--- src/hw/rtl/frh_pkg.sv ---
// Shared types and constants for the frame hitch detector.
package frh_pkg;

  localparam int IN_W       = 24;
  localparam int CFG_IDX_W  = 3;
  localparam int CFG_DATA_W = 24;
  localparam int RES_W      = 283;
  localparam int OUT_W      = 288;

  localparam logic [CFG_IDX_W-1:0] REG_HITCH_PCT   = 3'd0;
  localparam logic [CFG_IDX_W-1:0] REG_FLOOR_US    = 3'd1;
  localparam logic [CFG_IDX_W-1:0] REG_WARMUP_LEN  = 3'd2;
  localparam logic [CFG_IDX_W-1:0] REG_DUMP_ENABLE = 3'd3;
  localparam logic [CFG_IDX_W-1:0] REG_DUMP_LIMIT  = 3'd4;
  localparam logic [CFG_IDX_W-1:0] REG_SUMMARY_PER = 3'd5;

  localparam logic [9:0]  RST_HITCH_PCT   = 10'd60;
  localparam logic [19:0] RST_FLOOR_US    = 20'd2000;
  localparam logic [15:0] RST_WARMUP_LEN  = 16'd240;
  localparam logic        RST_DUMP_ENABLE = 1'b1;
  localparam logic [5:0]  RST_DUMP_LIMIT  = 6'd40;
  localparam logic [23:0] RST_SUMMARY_PER = 24'd1000000;

  typedef struct packed {
    logic [9:0]  hitch_pct;
    logic [19:0] floor_us;
    logic [15:0] warmup_len;
    logic        dump_enable;
    logic [5:0]  dump_limit;
    logic [23:0] summary_period_us;
  } cfg_t;

  typedef struct packed {
    logic load;
    logic step;
  } cell_ctrl_t;

  typedef struct packed {
    logic prod;
    logic decide;
  } judge_ctrl_t;

  // first declared field sits in the highest bits
  typedef struct packed {
    logic [31:0] summary_hitches;
    logic [23:0] summary_worst_us;
    logic [39:0] summary_sum_us;
    logic [31:0] summary_frames;
    logic        summary_due;
    logic [31:0] dump_gap;
    logic [31:0] dump_frame;
    logic        dump_due;
    logic [31:0] frame_number;
    logic [31:0] hitch_total;
    logic        is_hitch;
    logic [23:0] median_us;
  } res_t;

endpackage

--- src/hw/rtl/frh_cell.sv ---
// Window cell: holds one sample, ranks it against samples circulating past.
module frh_cell #(
  parameter int SW = 24,
  parameter int RW = 6
) (
  input  logic               clk,
  input  frh_pkg::cell_ctrl_t ctrl,
  input  logic [SW-1:0]      shift_in,
  input  logic               ok_in,
  input  logic [RW-1:0]      k,
  input  logic [SW-1:0]      nb_val,
  input  logic               nb_ok,
  input  logic               nb_wrap,
  output logic [SW-1:0]      own_val,
  output logic [SW-1:0]      circ_val,
  output logic               circ_ok,
  output logic               circ_wrap,
  output logic [SW-1:0]      hit_val
);

  logic          own_ok;
  logic [RW-1:0] rank;
  logic          below;

  // circulating sample sorts before this one (ties broken by age)
  assign below = circ_ok && ((circ_val < own_val) || ((circ_val == own_val) && circ_wrap));

  always_ff @(posedge clk) begin
    if (ctrl.load) begin
      own_val   <= shift_in;
      own_ok    <= ok_in;
      circ_val  <= shift_in;
      circ_ok   <= ok_in;
      circ_wrap <= 1'b0;
      rank      <= '0;
    end else if (ctrl.step) begin
      if (below) begin
        rank <= rank + RW'(1);
      end
      circ_val  <= nb_val;
      circ_ok   <= nb_ok;
      circ_wrap <= nb_wrap;
    end
  end

  assign hit_val = (own_ok && (rank == k)) ? own_val : '0;

endmodule

--- config.mk ---
export PLATFORM = sky130hd
export DESIGN_NAME = frh_cell
export DESIGN_NICKNAME = d
export VERILOG_FILES = /design/src/hw/rtl/frh_pkg.sv /design/src/hw/rtl/frh_cell.sv
export SDC_FILE = /design/constraint.sdc
export NUM_CORES = 1
export LEC_CHECK = 0
export BUFFER_PORTS_ARGS = -buffer_cell sky130_fd_sc_hd__buf_2
export CORE_MARGIN = 2
export CORE_UTILIZATION = 37
export CTS_CLUSTER_DIAMETER = 50
export DETAILED_ROUTE_END_ITERATION = 6
export PLACE_DENSITY_LB_ADDON = 0.15
export SYNTH_ARGS = -nofsm -noshare
export SYNTH_HDL_FRONTEND = slang
export SYNTH_SLANG_ARGS = --single-unit
--- constraint.sdc ---
create_clock -name clk -period 4.5 [get_ports clk]
set_input_delay 0.9 -clock clk [delete_from_list [all_inputs] [get_ports clk]]
set_output_delay 0.9 -clock clk [all_outputs]
set_load 0.03 [all_outputs]
==> metrics.md <==
| Metric | Value |
|---|---|
| Post-synth EDFFs | 50 |
| Critical-path top delay cell | buf_4 |
| CTS HTree Levels | 3 |
| Final total power | 1480 uW |
| Worst r2r src | own_val[15] |
| Crit path DAT | 2.10 ns |
| # Post-CTS Setup Buffers | 0 |
| Port Buf Inserts | 133 |
| Root Driver | clkbuf_8 |
| Synth Warn # | 0 |
| Via count | 2321 |
| Pwr Density | 359 mW/mm^2 |
| Wire per inst | 13.6 um |
| Vias in the first global route | 2229 |
| Synthesized area | 0.00310 mm^2 |
| CP max stage delay | 0.30 ns |
| DRT antenna net count | 0 |
| Clock Tree Buf Depth | 2 |
| Setup-failing EPs final | 0 |
| CTS Buf Count | 9 |
| Clk_skew | 0.00767 ns |
| Clock transition at path regs | 0.06 ns |
| Remaining global-route overflow | 0 |
| Final Hold Viols | 0 |
| Die Y | 95.6 um |
| Hold/Removal Path Class | reg2reg |
| Reg2Reg Setup Slack | 2.25 ns |
| DPL Wire Length | 5.23 mm |
| Chip width | 95.6 um |
| Minimum clock period | 3.00 ns |
| Final WL | 6.82 mm |
| Crit path max fanout | 24 |
| Transition time of the tightest slew-check pin | 0.660 ns |
| Synth cell types | 34 |
| Fin. max-slew vios | 0 |
| Starting DRC count in detailed routing | 49 |
| Gpl congestion | 0.795 |
| Top cell type by total area after synthesis | edfxtp_1 |
| Synth Area per Inst | 12.5 um^2 |
| Mapped Nets | 334 |
| CTS tree | done |
| Crit path from | k[4] |
| First drt pass iteration count | 4 |
| Outcome | finished, final reports clean |
| Peak supply drop | 0.185 mV |
| Cts hold-fix bufs | 0 |
| Main synth FF type | edfxtp_1 |
| RSZ-0062 raised after global routing | no |
| Worst-Skew Late Latency | 0.33 ns |
| Reg2reg path depth | 8 |
| Clock sink total | 57 |
| Required time worst endpoint | 3.60 ns |
| Core area | 0.00818 mm^2 |
| Post_cts resized | 0 |
| Worst Setup EP | hit_val[3] |
| Register bit total from synthesis | 57 |
| Crit Path Category | in2out |
| Startpoint types | primary input |
| Starting density of the core | 38.0% |
| Final Core Density | 50.4% |
| Top cells by area, synth | edfxtp_1 48%, ha_1 10%, mux2_2 9.1%, and2_1 5.0%, dfxtp_1 4.5% |
| Largest net degree at the start of global routing | 34 |
| Seq/Total Area, Yosys | 52.9% |
| Most used cell, CP | buf_2 |
| CP Capture Type | primary output |
| Proportion of netlist area held by the largest area contributor | 48.4% |
| IO Pins | 134 |
| Die Footprint | 0.00913 mm^2 |
| Tot GR Track Use | 15.5% |
| Period utilization | 66.6% |
| Reg-to-reg critical path endpoint | rank[0] |
| Drt drc | 0 |
| Final nets | 475 |
| CP Cell Sequence | buf_2 -> xor2_1 -> nor4_2 -> buf_4 -> and2_1 -> buf_2 |
| Final setup TNS | 0 ns |
| Fmax | 334 MHz |
| # rows | 33 |
| Initial antenna violation count | 0 |
| Syn Inst Count | 249 |
| Vias per cell | 4.64 |
| Area grow syn2layout | 32.7% |
| Asr flop ratio synth | 0% |
| Leak pwr | 0.00194 uW |
| N_diodes | 0 |
| Worst relative slew slack | 56.0% |
| First-pass GRT wire length | 10.6 mm |
| Layout cell share with drive strength beyond 1 | 48.6% |
| Max Cap Viol | 0 |
==> worst min-delay path by stage <==
stage,start,to,cells past startpoint
2_1_floorplan,rank[1],rank[1],2
3_3_place_gp,rank[1],rank[1],2
3_5_place_dp,circ_wrap,circ_wrap,2
4_1_cts,circ_wrap,circ_wrap,2
5_1_grt,circ_wrap,circ_wrap,2
6_report,circ_wrap,circ_wrap,2
==> critical path: cells and delay by family <==
family,cells,cell delay (ns)
AND/OR/NAND/NOR,2,0.45
buffers and inverters,3,0.59
XOR/XNOR,1,0.15
==> sequential cells by signal, summed over array words and instances, names as in the netlist <==
name	count
own_val	24
circ_wrap	1
rank	6
circ_val	24
circ_ok	1
own_ok	1
==> per-stage QoR <==
| stage | setup slack, ns | hold WS, ns | cells | instance area [um^2] |
|---|---|---|---|---|
| 4_1_cts | 1.46 | 0.553 | 500 | 4120 |
| 2_1_floorplan | 1.53 | 0.491 | 249 | 3100 |
| 5_1_grt | 1.37 | 0.579 | 500 | 4120 |
| 6_report | 1.50 | 0.545 | 500 | 4120 |
| 3_5_place_dp | 1.46 | 0.541 | 484 | 3910 |
| 3_3_place_gp | 1.54 | 0.523 | 484 | 3910 |
==> routing by layer <==
| metal | track usage (%) | routed length [um] | vias up |
|---|---|---|---|
| met5 | 0 | 0 | - |
| met1 | 19.8 | 2980 | 1049 |
| met4 | 6.19 | 130 | 0 |
| met3 | 4.66 | 522 | 11 |
| met2 | 24.7 | 3190 | 86 |
| li1 | - | - | 1175 |
==> layout by cell type (no fill, tap or decap), types with 2 or more instances in the layout <==
| cell type | n |
|---|---|
| buf_2 | 133 |
| edfxtp_1 | 50 |
| mux2_2 | 25 |
| and2_1 | 25 |
| ha_1 | 25 |
| inv_1 | 24 |
| nand2_1 | 11 |
| nor2_1 | 9 |
| a21oi_1 | 9 |
| nand3_1 | 9 |
| clkbuf_8 | 9 |
| dfxtp_1 | 7 |
| nor2b_1 | 6 |
| nand4_1 | 5 |
| mux2_4 | 5 |
| o21ai_0 | 4 |
| nand2b_1 | 4 |
| xor2_1 | 3 |
| xnor2_1 | 3 |
| clkinv_2 | 3 |
| buf_4 | 3 |
| o21ai_1 | 2 |
| mux2i_1 | 2 |
| o21ai_2 | 2 |
| bufinv_16 | 2 |
==> power breakdown <==
| part | leakage [uW] | total [uW] | switching, uW | internal, uW |
|---|---|---|---|---|
| sequential | 0.000556 | 657 | 28.0 | 629 |
| combinational | 0.00128 | 308 | 196 | 112 |
| clock | 0.000106 | 515 | 206 | 309 |
| total | 0.00194 | 1480 | 430 | 1050 |
==> cell usage after synthesis, drive strengths merged, types with 5 or more instances <==
cell and n:
inv 24, o21ai 8, nor2b 6, nand4 6, nand2 11, mux2 30, nand3 9, a21oi 9
dfxtp 7, ha 25, clkbuf 5, nor2 9, edfxtp 50, and2 26
==> layout make-up <==
| type | count | area (um^2) |
|---|---|---|
| Clock buffer | 10 | 128 |
| Clock inverter | 6 | 82.6 |
| Tap cell | 105 | 131 |
| Sequential cell | 57 | 1640 |
| Timing Repair Buffer | 136 | 688 |
| Multi-Input combinational cell | 162 | 1360 |
| Inverter | 24 | 90.1 |
| Fill cell | 783 | 4060 |
==> kinds of logic (layout without fill, tap and decap cells) <==
family | Yosys count | count (layout) | share of synthesized area (%)
buffers and inverters | 30 | 176 | 3.63
XOR/XNOR | 6 | 6 | 1.69
AND/OR/NAND/NOR | 76 | 76 | 14.0
adder cells (fa/ha/maj) | 25 | 25 | 10.1
flip-flops | 57 | 57 | 52.9
multiplexers | 32 | 32 | 12.1
AO/OA/AOI/OAI | 23 | 23 | 5.52
Note: power is estimated with default switching activity, not from simulation.
