**src/hw/rtl/frh_pkg.sv**
```systemverilog
// Shared types and constants for the frame hitch detector.
package frh_pkg;

  localparam int IN_W       = 24;
  localparam int CFG_IDX_W  = 3;
  localparam int CFG_DATA_W = 24;
  localparam int RES_W      = 283;
  localparam int OUT_W      = 288;

  localparam logic [CFG_IDX_W-1:0] REG_HITCH_PCT   = 3'd0;
  localparam logic [CFG_IDX_W-1:0] REG_FLOOR_US    = 3'd1;
  localparam logic [CFG_IDX_W-1:0] REG_WARMUP_LEN  = 3'd2;
  localparam logic [CFG_IDX_W-1:0] REG_DUMP_ENABLE = 3'd3;
  localparam logic [CFG_IDX_W-1:0] REG_DUMP_LIMIT  = 3'd4;
  localparam logic [CFG_IDX_W-1:0] REG_SUMMARY_PER = 3'd5;

  localparam logic [9:0]  RST_HITCH_PCT   = 10'd60;
  localparam logic [19:0] RST_FLOOR_US    = 20'd2000;
  localparam logic [15:0] RST_WARMUP_LEN  = 16'd240;
  localparam logic        RST_DUMP_ENABLE = 1'b1;
  localparam logic [5:0]  RST_DUMP_LIMIT  = 6'd40;
  localparam logic [23:0] RST_SUMMARY_PER = 24'd1000000;

  typedef struct packed {
    logic [9:0]  hitch_pct;
    logic [19:0] floor_us;
    logic [15:0] warmup_len;
    logic        dump_enable;
    logic [5:0]  dump_limit;
    logic [23:0] summary_period_us;
  } cfg_t;

  typedef struct packed {
    logic load;
    logic step;
  } cell_ctrl_t;

  typedef struct packed {
    logic prod;
    logic decide;
  } judge_ctrl_t;

  // first declared field sits in the highest bits
  typedef struct packed {
    logic [31:0] summary_hitches;
    logic [23:0] summary_worst_us;
    logic [39:0] summary_sum_us;
    logic [31:0] summary_frames;
    logic        summary_due;
    logic [31:0] dump_gap;
    logic [31:0] dump_frame;
    logic        dump_due;
    logic [31:0] frame_number;
    logic [31:0] hitch_total;
    logic        is_hitch;
    logic [23:0] median_us;
  } res_t;

endpackage

```
**src/hw/rtl/frh_judge.sv**
```systemverilog
// Hitch decision, dump countdown and period summary state.
module frh_judge #(
  parameter int SW         = 24,
  parameter int DUMP_DELAY = 4
) (
  input  logic                 clk,
  input  logic                 rst,
  input  frh_pkg::judge_ctrl_t ctrl,
  input  frh_pkg::cfg_t        cfg,
  input  logic [SW-1:0]        wall,
  input  logic [SW-1:0]        median,
  input  logic [31:0]          frames_seen,
  output frh_pkg::res_t        res
);

  localparam int PW = SW + 7;
  localparam int PM = SW + 11;
  localparam int MW = ((SW > 20) ? SW : 20) + 1;
  localparam logic [4:0] CD_LOAD = 5'(DUMP_DELAY + 1);

  logic [PW-1:0] pw;
  logic [PM-1:0] pm;
  logic [MW-1:0] msum;

  logic [4:0]    dump_countdown, cd_next;
  logic [31:0]   hitch_count, hc_next;
  logic [5:0]    dumps_done, dd_next;
  logic [31:0]   last_hitch_frame, lh_next;
  logic [31:0]   last_dumped_frame, ld_next;
  logic [31:0]   period_frames, pf_next;
  logic [39:0]   period_sum, ps_next;
  logic [SW-1:0] period_worst, pwst_next;
  logic [31:0]   period_hitches, ph_next;

  logic [31:0]   pf_acc, ph_acc;
  logic [39:0]   ps_acc;
  logic [SW-1:0] pwst_acc;
  logic [4:0]    cd_dec;
  logic          hitch, dump, close;

  always_ff @(posedge clk) begin
    if (ctrl.prod) begin
      pw   <= PW'(wall) * PW'(100);
      pm   <= PM'(median) * PM'(11'd100 + 11'(cfg.hitch_pct));
      msum <= MW'(median) + MW'(cfg.floor_us);
    end
  end

  always_comb begin
    hitch   = 1'b0;
    dump    = 1'b0;
    cd_dec  = dump_countdown - 5'd1;
    cd_next = dump_countdown;
    hc_next = hitch_count;
    dd_next = dumps_done;
    lh_next = last_hitch_frame;
    ld_next = last_dumped_frame;
    res     = '0;

    if (dump_countdown != 5'd0) begin
      cd_next = cd_dec;
      if (cd_dec == 5'd0) begin
        dump           = 1'b1;
        dd_next        = dumps_done + 6'd1;
        ld_next        = last_hitch_frame;
        res.dump_frame = last_hitch_frame;
        res.dump_gap   = (last_dumped_frame != 32'd0) ?
                         (last_hitch_frame - last_dumped_frame) : 32'd0;
      end
    end else if (frames_seen > 32'(cfg.warmup_len)) begin
      if ((median != '0) && (PM'(pw) > pm) && (MW'(wall) > msum)) begin
        hitch   = 1'b1;
        hc_next = hitch_count + 32'd1;
        lh_next = frames_seen - 32'd1;
        if (cfg.dump_enable && (dumps_done < cfg.dump_limit)) begin
          cd_next = CD_LOAD;
        end
      end
    end

    pf_acc   = period_frames + 32'd1;
    ps_acc   = period_sum + 40'(wall);
    pwst_acc = (wall > period_worst) ? wall : period_worst;
    ph_acc   = period_hitches + 32'(hitch);
    close    = (ps_acc >= 40'(cfg.summary_period_us));

    pf_next   = close ? '0 : pf_acc;
    ps_next   = close ? '0 : ps_acc;
    pwst_next = close ? '0 : pwst_acc;
    ph_next   = close ? '0 : ph_acc;

    res.median_us    = 24'(median);
    res.is_hitch     = hitch;
    res.hitch_total  = hc_next;
    res.frame_number = frames_seen - 32'd1;
    res.dump_due     = dump;
    res.summary_due  = close;
    if (close) begin
      res.summary_frames   = pf_acc;
      res.summary_sum_us   = ps_acc;
      res.summary_worst_us = 24'(pwst_acc);
      res.summary_hitches  = ph_acc;
    end
  end

  always_ff @(posedge clk) begin
    if (rst) begin
      dump_countdown    <= '0;
      hitch_count       <= '0;
      dumps_done        <= '0;
      last_hitch_frame  <= '0;
      last_dumped_frame <= '0;
      period_frames     <= '0;
      period_sum        <= '0;
      period_worst      <= '0;
      period_hitches    <= '0;
    end else if (ctrl.decide) begin
      dump_countdown    <= cd_next;
      hitch_count       <= hc_next;
      dumps_done        <= dd_next;
      last_hitch_frame  <= lh_next;
      last_dumped_frame <= ld_next;
      period_frames     <= pf_next;
      period_sum        <= ps_next;
      period_worst      <= pwst_next;
      period_hitches    <= ph_next;
    end
  end

endmodule

```
**config.mk**
```make
export PLATFORM = sky130hd
export DESIGN_NAME = frh_judge
export DESIGN_NICKNAME = d
export VERILOG_FILES = /design/src/hw/rtl/frh_pkg.sv /design/src/hw/rtl/frh_judge.sv
export SDC_FILE = /design/constraint.sdc
export NUM_CORES = 2
export LEC_CHECK = 0
export ABC_AREA = 1
export CAP_MARGIN = 20
export CORE_MARGIN = 3
export CORE_UTILIZATION = 56
export CTS_CLUSTER_DIAMETER = 120
export DETAILED_ROUTE_END_ITERATION = 7
export DONT_BUFFER_PORTS = 1
export GPL_ROUTABILITY_DRIVEN = 1
export HOLD_SLACK_MARGIN = 0.06
export PLACE_DENSITY = 0.85
export SLEW_MARGIN = 20
export SYNTH_ARGS = -nofsm -noshare
export SYNTH_HDL_FRONTEND = slang
export SYNTH_SLANG_ARGS = --single-unit
```
**constraint.sdc**
```tcl
create_clock -name clk -period 6.27 [get_ports clk]
set_clock_uncertainty 0.15 [all_clocks]
set_input_delay 0.9405 -clock clk [delete_from_list [all_inputs] [get_ports clk]]
set_output_delay 0.9405 -clock clk [all_outputs]
set_load 0.01 [all_outputs]
```
==> summary.md <==
| Metric | Value |
|---|---|
| DIE AREA | 67800 um^2 |
| Most common cell after layout, fill and taps aside | nand2_1 |
| Remaining DRCs | 0 |
| Setup crit start kind | input pin |
| Final hold vios | 0 |
| Reg power frac | 17.5% |
| Vias per cell | 5.68 |
| Clk pwr share | 14.9% |
| CTS buffer count | 39 |
| Status | completed |
| Die X-Extent | 260 um |
| CTS Sinks | 324 |
| Period utilization | 96.9% |
| Synthesized area per cell | 6.91 um^2 |
| Cell Rows | 92 |
| First drt pass iteration count | 8 |
| DR vias | 34692 |
| Minimum clock period | 6.08 ns |
| Syn Inst Count | 5247 |
| CTS tree | yes |
| Max-slew headroom | 22.4% |
| CTS root buf | clkbuf_16 |
| CTS max path bufs | 3 |
| WHS | 0.315 ns |
| Ys async rst share | 0% |
| Mapped Area | 36300 um^2 |
| Setup TNS | 0 ns |
| First-pass GRT wire length | between 150000 and 200000 um |
| Register area share after synthesis | between 20 and 25% |
| Combinational power share | 67.6% |
| Initial drt markers | ~3500 |
| Vias in the first global route | between 30000 and 40000 |
| Synthesized Nets | between 5000 and 6000 |
| Required time of the critical path | 5.18 ns |
| Synth warnings | 0 |
| GRT Max-Usage Layer | met2 |
| CP Capture Type | primary output |
| Routed Antenna Nets | 0 |
| Routability-driven placement congestion ratio | 0.970 |
| Switching Share | 45.7% |
| Clk_lat worst skew | 0.58 ns |
| Met1 Usage GRT | approximately two fifths |
| Initial Util | between 50 and 60% |
| I/O Pins | 444 |
| Area growth syn-to-layout | 7.55% |
| Post-CTS setup buffers | 0 |
| Clock-pin slew on the worst setup and hold paths | around 0.060 ns |
| Flops & latches, synth | 324 |
| Largest fanout on the critical path | 38 |
| Hold Buf Count CTS | 0 |
| DP HPWL | approximately 88000 um |
| Layout cells sized above 1 | 7.04% |
| Tot Pwr | 16.7 mW |
| Final #Nets | 5958 |
| Final WL | 112000 um |
| Lkg Pwr | 19.8 nW |
| P per Cell Area | 429 nW/um^2 |
| Tightest Pin Transition | around 1.2 ns |
| Synth cell types | 65 |
| Post-synth EDFFs | 89 |
| P_sw | roughly 7.6 mW |
| H-tree depth | 2 |
| VDD IR max | 0.462 mV |
| Internal Power | approximately 9 mW |
| Most frequent cells in the layout | nand2_1 (1035), inv_1 (1028), nor2_1 (496), a21oi_1 (396), ha_1 (355) |
| Core Util, Final | 61.4% |
| DR WL/cell | ~18 um |
| Die height | around 260 um |
| Worst EP arrival | 4.99 ns |
| GRT overflow | 0 |
| IO buf count | 0 |
| Overall Global Routing Usage | 32.1% |
| Met2 Usage GRT | 51.3% |
| Ys flop type | dfxtp_1 |
| Pin count of the biggest net entering global routing | 179 |
| Initial antenna violation count | 7 |
| Fin. max-slew vios | 0 |
| Hold WC Path Type | in -> reg |
| Setup-failing EPs final | 0 |
| RSZ-0062 raised after global routing | yes |
| Post-cts resize count | 0 |
| Met3 Use GR | 7.97% |
| Core Region | 63500 um^2 |
| Max Cap Viol | 0 |
| Max Fclk | 165 MHz |
| WS Path Type | in -> out |
==> metal layers <==
layer  part of all wire (%)  wire length (um)  vias up
met2                     44             49900     1713
met1                     40             44700    16065
li1                       -                 -    16546
met5                  0.023                26        -
met4                    5.2              5780        4
met3                     10             11700      364
==> worst max-delay path, cell delays in order <==
cell and delay (ns):
ha_1 0.27, fa_1 0.46, nand3_1 0.13, nand3_1 0.21
nand2_1 0.12, nand2_1 0.09, nand3_1 0.08, nand2_1 0.16
a21oi_1 0.20, xor2_1 0.39, inv_1 0.12, ha_1 0.20
a21oi_1 0.17, o31ai_1 0.11, a21oi_1 0.15, nand2_2 0.11
nor2_8 0.13, nand3_4 0.35, buf_12 0.32, nand3_1 0.15
inv_1 0.10
==> power by group through the flow <==
stage | Clock [mW] | Sequential (mW) | Combinational [mW]
after floorplan | 0 | 2.91 | 7.13
after global placement | 0 | 2.96 | 10.8
after detailed placement | 0 | 2.97 | 11.1
after CTS | 2.53 | 2.92 | 11.2
after global routing | 2.61 | 2.95 | 12.7
final | 2.50 | 2.92 | 11.3
==> synth_stat cells, types with 8 or more instances <==
library cell | n | area, um^2
a211oi_1 | 19 | 143
a21boi_0 | 8 | 60.1
a21oi_1 | 399 | 2000
buf_1 | 9 | 33.8
buf_2 | 28 | 140
buf_4 | 31 | 233
buf_6 | 18 | 203
clkbuf_1 | 117 | 439
dfxtp_1 | 235 | 4700
edfxtp_1 | 89 | 2670
fa_1 | 219 | 4380
ha_1 | 356 | 4450
inv_1 | 1030 | 3870
inv_2 | 75 | 282
nand2_1 | 1037 | 3890
nand2_2 | 8 | 50.1
nand3_1 | 247 | 1240
nand4_1 | 168 | 1050
nand4_2 | 10 | 125
nor2_1 | 504 | 1890
nor3_1 | 89 | 445
nor3_2 | 8 | 80.1
nor4_1 | 31 | 194
o21a_1 | 16 | 120
o21ai_0 | 167 | 836
o21ai_1 | 16 | 80.1
o21bai_1 | 15 | 113
or2_2 | 13 | 81.3
xnor2_1 | 46 | 403
xor2_1 | 150 | 1310
==> logic make-up (layout without fill, tap and decap cells) <==
kind of cell	count (synthesis)	in the layout	share of synthesized area (%)
and+or+nand+nor	2153	2153	25.9
buffers and inverters	1313	1319	14.4
AOI/OAI and AO/OA	686	686	10.2
adders and majority gates	575	575	24.4
DFF	324	324	20.3
xor gates and xnor gates	196	196	4.73
other	0	6	0
==> registers in the layout, indices dropped and copies added, names as in the netlist, 6 cells and up <==
register and flops:
dumps_done 6, hitch_count 32, last_dumped_frame 32, last_hitch_frame 32, msum 25, period_frames 32
period_hitches 32, period_sum 40, period_worst 24, pm 35, pw 29
==> metrics by stage <==
step / cell area, um^2 / worst slack [ns] / instances
floorplan: 36300 / -0.0328 / 5247
global placement: 37500 / -0.207 / 6026
detailed placement: 37500 / -0.324 / 6026
CTS: 38900 / 0.257 / 6098
global route: 39000 / -0.00964 / 6104
finish: 39000 / 0.194 / 6105
==> worst paths after layout <==
| check | from | end | slack [ns] | depth (start not counted) |
|---|---|---|---|---|
| setup / recovery | wall[0] | res[236] | 0.19 | 21 |
| hold / removal | wall[0] | pw[2] | 0.31 | 0 |
| setup reg to reg | period_sum[0] | period_hitches[6] | 1.03 | 21 |
| hold reg to reg | period_worst[23] | period_worst[23] | 0.32 | 2 |
==> final cells by class <==
type / count / area, um^2
Antenna cell: 6 / 15.0
Clock buffer: 50 / 1130
Clock inverter: 22 / 279
Fill cell: 5783 / 24500
Inverter: 1108 / 4170
Multi-Input combinational cell: 3610 / 23800
Sequential cell: 324 / 7380
Tap cell: 846 / 1060
Timing Repair Buffer: 139 / 1210
No activity file was read; power rests on OpenSTA's default activity.
